**src/hw/rtl/hrb_pkg.sv**
```systemverilog
// shared types and constants for the heightfield radial brush
package hrb_pkg;

  localparam logic [1:0] REQ_FLAT  = 2'd0;
  localparam logic [1:0] REQ_ATTEN = 2'd1;
  localparam logic [1:0] REQ_READ  = 2'd2;
  localparam logic [1:0] REQ_NONE  = 2'd3;   // unused request code, answered with a miss

  localparam logic [2:0] REG_PITCH  = 3'd0;
  localparam logic [2:0] REG_RADIUS = 3'd1;
  localparam logic [2:0] REG_LIFT   = 3'd2;
  localparam logic [2:0] REG_RANGE  = 3'd3;
  localparam logic [2:0] REG_HIGH   = 3'd4;
  localparam logic [2:0] REG_LOW    = 3'd5;

  // divider operation codes
  typedef enum logic [1:0] {
    OP_SQRT,
    OP_DIV
  } div_op_t;

  typedef struct packed {
    logic        start;
    div_op_t     op;
    logic [63:0] num;
    logic [31:0] den;
  } div_req_t;

  typedef struct packed {
    logic        done;
    logic [63:0] quo;
  } div_rsp_t;

endpackage

```
**src/hw/rtl/hrb_unit.sv**
```systemverilog
// shared bit-serial unit: 64-bit integer square root or 64/32 division
module hrb_unit (
  input  logic             clk,
  input  logic             rst,
  input  hrb_pkg::div_req_t req,
  output hrb_pkg::div_rsp_t rsp
);
  import hrb_pkg::*;

  logic        busy;
  logic        done;
  div_op_t     op;
  logic [5:0]  step;
  logic [63:0] num;
  logic [31:0] den;
  logic [64:0] rem;
  logic [63:0] quo;
  logic [65:0] rem_sh;
  logic [65:0] trial;
  logic        take;

  // restoring division shifts one numerator bit per cycle; the root shifts two
  always_comb begin
    if (op == OP_SQRT) begin
      rem_sh = {rem[63:0], num[63:62]};
      trial  = {quo[63:0], 2'b01};
    end else begin
      rem_sh = {rem, num[63]};
      trial  = {34'd0, den};
    end
    take = rem_sh >= trial;
  end

  always_ff @(posedge clk) begin
    if (rst) begin
      busy <= 1'b0;
      done <= 1'b0;
    end else begin
      done <= 1'b0;
      if (req.start) begin
        busy <= 1'b1;
        op   <= req.op;
        num  <= req.num;
        den  <= req.den;
        rem  <= '0;
        quo  <= '0;
        step <= '0;
      end else if (busy) begin
        rem  <= take ? 65'(rem_sh - trial) : rem_sh[64:0];
        quo  <= {quo[62:0], take};
        num  <= (op == OP_SQRT) ? {num[61:0], 2'b00} : {num[62:0], 1'b0};
        step <= step + 6'd1;
        if ((op == OP_SQRT && step == 6'd31) || step == 6'd63) begin
          busy <= 1'b0;
          done <= 1'b1;
        end
      end
    end
  end

  assign rsp = '{done: done, quo: quo};
endmodule

```
**config.mk**
```make
export PLATFORM = sky130hd
export DESIGN_NAME = hrb_unit
export DESIGN_NICKNAME = d
export VERILOG_FILES = /design/src/hw/rtl/hrb_pkg.sv /design/src/hw/rtl/hrb_unit.sv
export SDC_FILE = /design/constraint.sdc
export NUM_CORES = 1
export LEC_CHECK = 0
export ABC_AREA = 1
export BUFFER_PORTS_ARGS = -buffer_cell sky130_fd_sc_hd__buf_2
export CAP_MARGIN = 20
export CORE_ASPECT_RATIO = 0.6
export CORE_MARGIN = 5
export CORE_UTILIZATION = 45
export DETAILED_ROUTE_END_ITERATION = 8
export GPL_TIMING_DRIVEN = 0
export SYNTH_ARGS = -nofsm -noshare
export SYNTH_HDL_FRONTEND = slang
export SYNTH_SLANG_ARGS = --single-unit
```
**constraint.sdc**
```tcl
create_clock -name clk -period 29 [get_ports clk]
set_clock_uncertainty 0.1 [all_clocks]
set_input_delay 4.35 -clock clk [delete_from_list [all_inputs] [get_ports clk]]
set_output_delay 4.35 -clock clk [all_outputs]
set_load 0.02 [all_outputs]
```
==> results of run 1 <==
==> routing by layer <==
metal | up-vias | GRT usage, %
met1 | 8232 | 50.0
li1 | 8695 | -
met5 | - | 0
met3 | 75 | 9.06
met4 | 2 | 5.33
met2 | 816 | 37.2
==> cell type report <==
class / instances / share of cell area, %
Clock inverter: 14 / 0.547
Sequential cell: 235 / 34.6
Multi-Input combinational cell: 1898 / 42.8
Tap cell: 522 / 3.21
Timing Repair Buffer: 175 / 5.14
Clock buffer: 32 / 3.20
Buffer: 86 / 1.95
Inverter: 460 / 8.51
Antenna cell: 1 / 0.0123
==> placed cells by master (no fill, tap or decap), types with 30 or more instances in the layout <==
cell type	instances
nand3_1	83
a21oi_1	171
o21ai_0	64
ha_1	67
buf_2	177
nand2_1	1002
inv_1	450
nor2_1	348
edfxtp_1	233
clkbuf_1	63
nand3b_1	43
xor2_1	30
==> power by group through the flow <==
| stage | Clock, uW | Combinational [uW] | Sequential, uW |
|---|---|---|---|
| floorplan | 0 | 333 | 444 |
| global placement | 0 | 504 | 445 |
| global route | 335 | 582 | 431 |
| finish | 315 | 532 | 429 |
| CTS | 320 | 513 | 428 |
| detailed placement | 0 | 511 | 435 |
==> worst max-delay path: stages <==
cell      delay [ps]
clkbuf_1         440
clkinv_1         410
clkbuf_1         520
a21oi_4          790
buf_12           280
buf_12           210
buf_12           210
buf_12           220
==> path summary, 6_finish.rpt <==
path / startpoint / end / cells after the start
max: req[98] / rem[53] / 8
min: busy / done / 2
min reg2reg: busy / done / 2
max reg2reg: op[1] / rem[47] / 21
==> registers in the layout (all words and copies together) (netlist names) <==
signal / cells
quo: 64
op: 2
step: 6
busy: 1
den: 32
done: 1
num: 64
rem: 65
==> stage by stage <==
stage | power, uW | utilization, % | setup slack (ps)
floorplan | 777 | - | 13410
global placement | 949 | 49.4 | 7280
detailed placement | 946 | 49.9 | 21100
CTS | 1260 | 51.9 | 21690
global route | 1350 | 51.9 | 21580
finish | 1280 | 51.9 | 21670
==> cells by family (layout without fill, tap and decap cells) <==
kind of cell / after synthesis / count (layout) / synth area share, %
adders and majority gates: 68 / 68 / 4.80
DFF: 235 / 235 / 39.4
AOI/OAI and AO/OA: 237 / 237 / 6.65
and+or+nand+nor: 1560 / 1560 / 35.6
muxes: 1 / 1 / 0.0560
xor gates and xnor gates: 32 / 32 / 1.57
buffers and inverters: 546 / 767 / 11.9
other: 0 / 1 / 0
==> impl_metrics.yaml, run 1 <==
run_status:
  status: "completed"
synthesis:
  yosysTopAreaCell: "edfxtp_1"
  synth_commonest_cells: "nand2_1 (1002), inv_1 (450), nor2_1 (349)"
  syn_nets: 2848
  synth.most_common_cell: "nand2_1"
  ys_seq_area_share_pct: 39.4
  synthesis.area_um2: 17900
  ys_warn_count: 0
  synth_edf_count: 233
  ys_types: 37
  avgSynthCellArea_um2: 6.67
  synth_area_leaders: "edfxtp_1 (39%), nand2_1 (21%), inv_1 (9.5%), nor2_1 (7.3%), a21oi_1 (4.8%)"
  ys.flop_type: "edfxtp_1"
  synth_top_area_share_pct: 39.2
  synthArstFlopShare_pct: 0
  synth_cells: 2679
  synth-seq-cells: 235
pwr:
  swShare_pct: 42.0
  power.net_switching_uw: 536
  p_per_area_nw_per_um2: 62.7
  combPwrFrac_pct: 41.7
  pwr-share-seq_pct: 33.6
  vdd_drop_max_v: 0.0000493
  clkPwrFrac_pct: 24.7
  p_int_uw: 740
  p_leak_uw: 0.0106
global_route:
  globalRouteOverflowTotal: 0
  grt_pass1_vias: 16200
  antenna_found_initial: 3
  grtUsageTotal_pct: 30.0
  grt_pass1_wl_mm: 98.8
  grt_max_degree: 32
sta:
  setup_tns_ps: 0
  period_share_pct: 25.3
  rsz0062_at_grt: "false"
  fmax_mhz: 136
  final-setup-viol-count: 0
  min_period_ps: 7330
  hold_viol_final: 0
  drv_slew: 0
  worst_slew_pin_slew_ps: 1260
  relSlewSlack_pct: 15.7
  hold-worst-slack_ps: 426
floorplanning:
  core_um2: 39200
  dieArea_um2: 43900
  start_util_pct: 45.6
  num_rows: 56
  io_pins: 166
  die_w_um: 267
  die_y_um: 164
placement:
  port_buffers: 164
  dpl-instance-area_um2: 19600
  gp_congestion: 1.01
  dp.cells: 3374
  dp_hpwl_mm: 55.0
run:
  maxCapViolations: 0
clock_tree:
  cts_resized: 0
  cts.clk_slew.worst_paths_ps: 60
  clock_sinks: 235
  clk_latency_ps: 570
  cts_buffer_depth: 3
  htreeDepth: 1
  hold_buffers: 0
  numCtsBuffers: 25
  cts_tree: "done"
  cts_root_buffer: "clkbuf_16"
  post_cts_buffers: 0
cells_and_area:
  regArea_um2: 7040
  area_growth_pct: 13.9
  fin_area_um2: 20300
  layout.nets: 3050
  fillerInstances: 3963
  multi_input_area_um2: 8720
  final_cells: 3423
  drive_gt1_share_pct: 10.3
route:
  wl_met2_mm: 23.7
  highest_layer: "met5"
  wl_per_cell_um: 19.7
  dr_wl_met3_mm: 8.31
  postRouteAntennaNets: 0
  route.vias.total: 17800
  drc: 0
  drt_first_pass_iters: 6
  viasPerCell: 5.21
  drt_iter0_markers: 2135
  wl_mm: 67.5
  drt-met1-wl_mm: 34.2
worst_setup_path:
  worstSetupStartpointType: "input pin"
  cp_max_fo: 27
  path_class: "in -> reg"
  required_ps: 29160
  crit_path_end_kind: "flip-flop"
  cp_data_arrival_time_ps: 7490
  r2r_slack_ps: 22480
hold_path:
  hp-class: "reg -> reg"
(Power assumes the default switching activity.)
==> run 2: changes to the inputs <==
==> constraint.sdc (replaced) <==
create_clock -name clk -period 6.75 [get_ports clk]
set_clock_uncertainty 0.1 [all_clocks]
set_input_delay 1.0125 -clock clk [delete_from_list [all_inputs] [get_ports clk]]
set_output_delay 1.0125 -clock clk [all_outputs]
set_load 0.02 [all_outputs]
==> run 2 against run 1 <==
Sequential share of layout area increased by 0.10 points. Clock power increased to 4.2 times the previous value. Combinational power increased to 4.3 times the previous value. Clock-buffer cell count decreased by 3. Sequential power increased to 4.3 times the previous value. Cell area decreased by 0.29%. Register-to-register slack got worse by 22000 ps. First-iteration DRC count increased by 14%.
==> impl_metrics.yaml, run 2 (synthesis results as in run 1) <==
run_status:
  status: "completed"
worst_setup_path:
  crit_top_cell: "nor2_1"
  cp_max_fo: 10
  worstSetupStartpoint: "op[1]"
  critPathSlowestCell: "clkbuf_1"
  max_stage_delay_ps: 960
  r2r_slack_ps: 480
  required_ps: 6980
  r2r_cells: 20
  cp_data_arrival_time_ps: 6500
  r2r_end: "rem[34]"
  worstPathCellList: "nor2_1, clkbuf_1, buf_2, clkbuf_1, nand2_1, ha_1, nand2_1, nor2_2, nand2_1, nor2_2, nand2_1, nor2_1, nor2_1, nand3_2, inv_4, nand2_8, inv_4, buf_6, nor2_1, nor2_1"
  r2r_start: "op[1]"
  path_class: "reg -> reg"
  crit_path_end_kind: "flip-flop"
  crit_end: "rem[34]"
  worstSetupStartpointType: "flip-flop"
cells_and_area:
  largest_reg_flops: 65
  regMostFlops: "rem"
  fin_area_um2: 20300
  layout.nets: 3049
  fillerInstances: 4029
  final_common_cell: "nand2_1"
  mostFrequentLayoutCells: "nand2_1 (1002), inv_1 (450), nor2_1 (348)"
  n_antenna_cell: 0
  final_cells: 3421
  drive_gt1_share_pct: 10.2
  largestRegisters: "rem x65, num x64, quo x64"
  area_growth_pct: 13.6
pwr:
  vdd_drop_max_v: 0.000154
  p_total_uw: 5430
  p_per_area_nw_per_um2: 268
  p_leak_uw: 0.0105
floorplanning:
  die_w_um: 267
  die_y_um: 164
  num_rows: 56
  core_um2: 39200
  dieArea_um2: 43900
  start_util_pct: 45.6
  io_pins: 166
route:
  wl_per_cell_um: 19.5
  drt_first_pass_iters: 6
  drt_iter0_markers: 2425
  postRouteAntennaNets: 0
  route.vias.total: 18000
  wl_mm: 66.6
  drc: 0
  viasPerCell: 5.25
clock_tree:
  numCtsBuffers: 25
  cts.clk_slew.worst_paths_ps: 90
  cts_root_buffer: "clkbuf_16"
  clock_sinks: 235
  clk_latency_ps: 570
  hold_buffers: 0
  post_cts_buffers: 0
  cts_tree: "done"
  cts_resized: 0
  htreeDepth: 1
  cts_buffer_depth: 3
sta:
  relSlewSlack_pct: 19.6
  period_share_pct: 92.9
  hold_viol_final: 0
  final-setup-viol-count: 0
  setup_tns_ps: 0
  fmax_mhz: 159
  drv_slew: 0
  min_period_ps: 6270
  rsz0062_at_grt: "false"
  worst_slew_pin_slew_ps: 1210
global_route:
  globalRouteOverflowTotal: 0
  antenna_found_initial: 1
  grt_max_degree: 33
  grt_pass1_vias: 15900
  grt_pass1_wl_mm: 97.1
  grtUsageTotal_pct: 29.5
run:
  maxCapViolations: 0
placement:
  dpl-instance-area_um2: 19500
  port_buffers: 164
  dp.cells: 3373
  dp_hpwl_mm: 53.5
  gp_congestion: 1.06
hold_path:
  hp-class: "reg -> reg"
  min_from: "busy"
==> run 2: metal layers <==
layer  up-vias  routed length, um  global-route usage [%]
met5         -                  0                       0
met4         0               1170                    5.00
met3        71               9440                    11.3
met2       851              23400                    36.1
met1      8356              32600                    48.3
li1       8674                  -                       -
==> run 2: final cells by class <==
| cell class | instances | area (um^2) | share of cell area, % |
|---|---|---|---|
| clock inverter | 17 | 97.6 | 0.481 |
| timing repair buffer | 174 | 1010 | 5.00 |
| multi-input combinational | 1898 | 8720 | 43.0 |
| tap | 522 | 653 | 3.22 |
| sequential | 235 | 7040 | 34.7 |
| buffer | 86 | 397 | 1.95 |
| clock buffer | 29 | 641 | 3.16 |
| inverter | 460 | 1730 | 8.54 |
==> run 2: worst max-delay path: cells and delay by family (launching register included) <==
| kind | cells | cell delay [ps] |
|---|---|---|
| AND/OR/NAND/NOR | 13 | 2610 |
| buffers and inverters | 6 | 2410 |
| flip-flops | 1 | 370 |
| adder cells (fa/ha/maj) | 1 | 510 |
==> run 2: how the worst min path moves through the flow <==
stage / end / cells after the start
final: done / 2
after global routing: done / 2
after CTS: done / 2
after detailed placement: done / 2
after global placement: done / 2
after floorplan: done / 2
==> run 2: metrics by stage <==
| stage | setup slack (ps) | hold WS [ps] | utilization [%] |
|---|---|---|---|
| 5_1_grt | 342 | 459 | 51.8 |
| 3_5_place_dp | 869 | 412 | 49.8 |
| 3_3_place_gp | -1430 | 405 | 49.4 |
| 6_report | 476 | 420 | 51.8 |
| 4_1_cts | 857 | 426 | 51.7 |
| 2_1_floorplan | 1150 | 379 | - |
==> run 2: where the power goes <==
group	leakage, uW	switching, uW	internal [uW]
Clock	0.000366	628	685
Sequential	0.00226	61.6	1780
Combinational	0.00790	1610	670
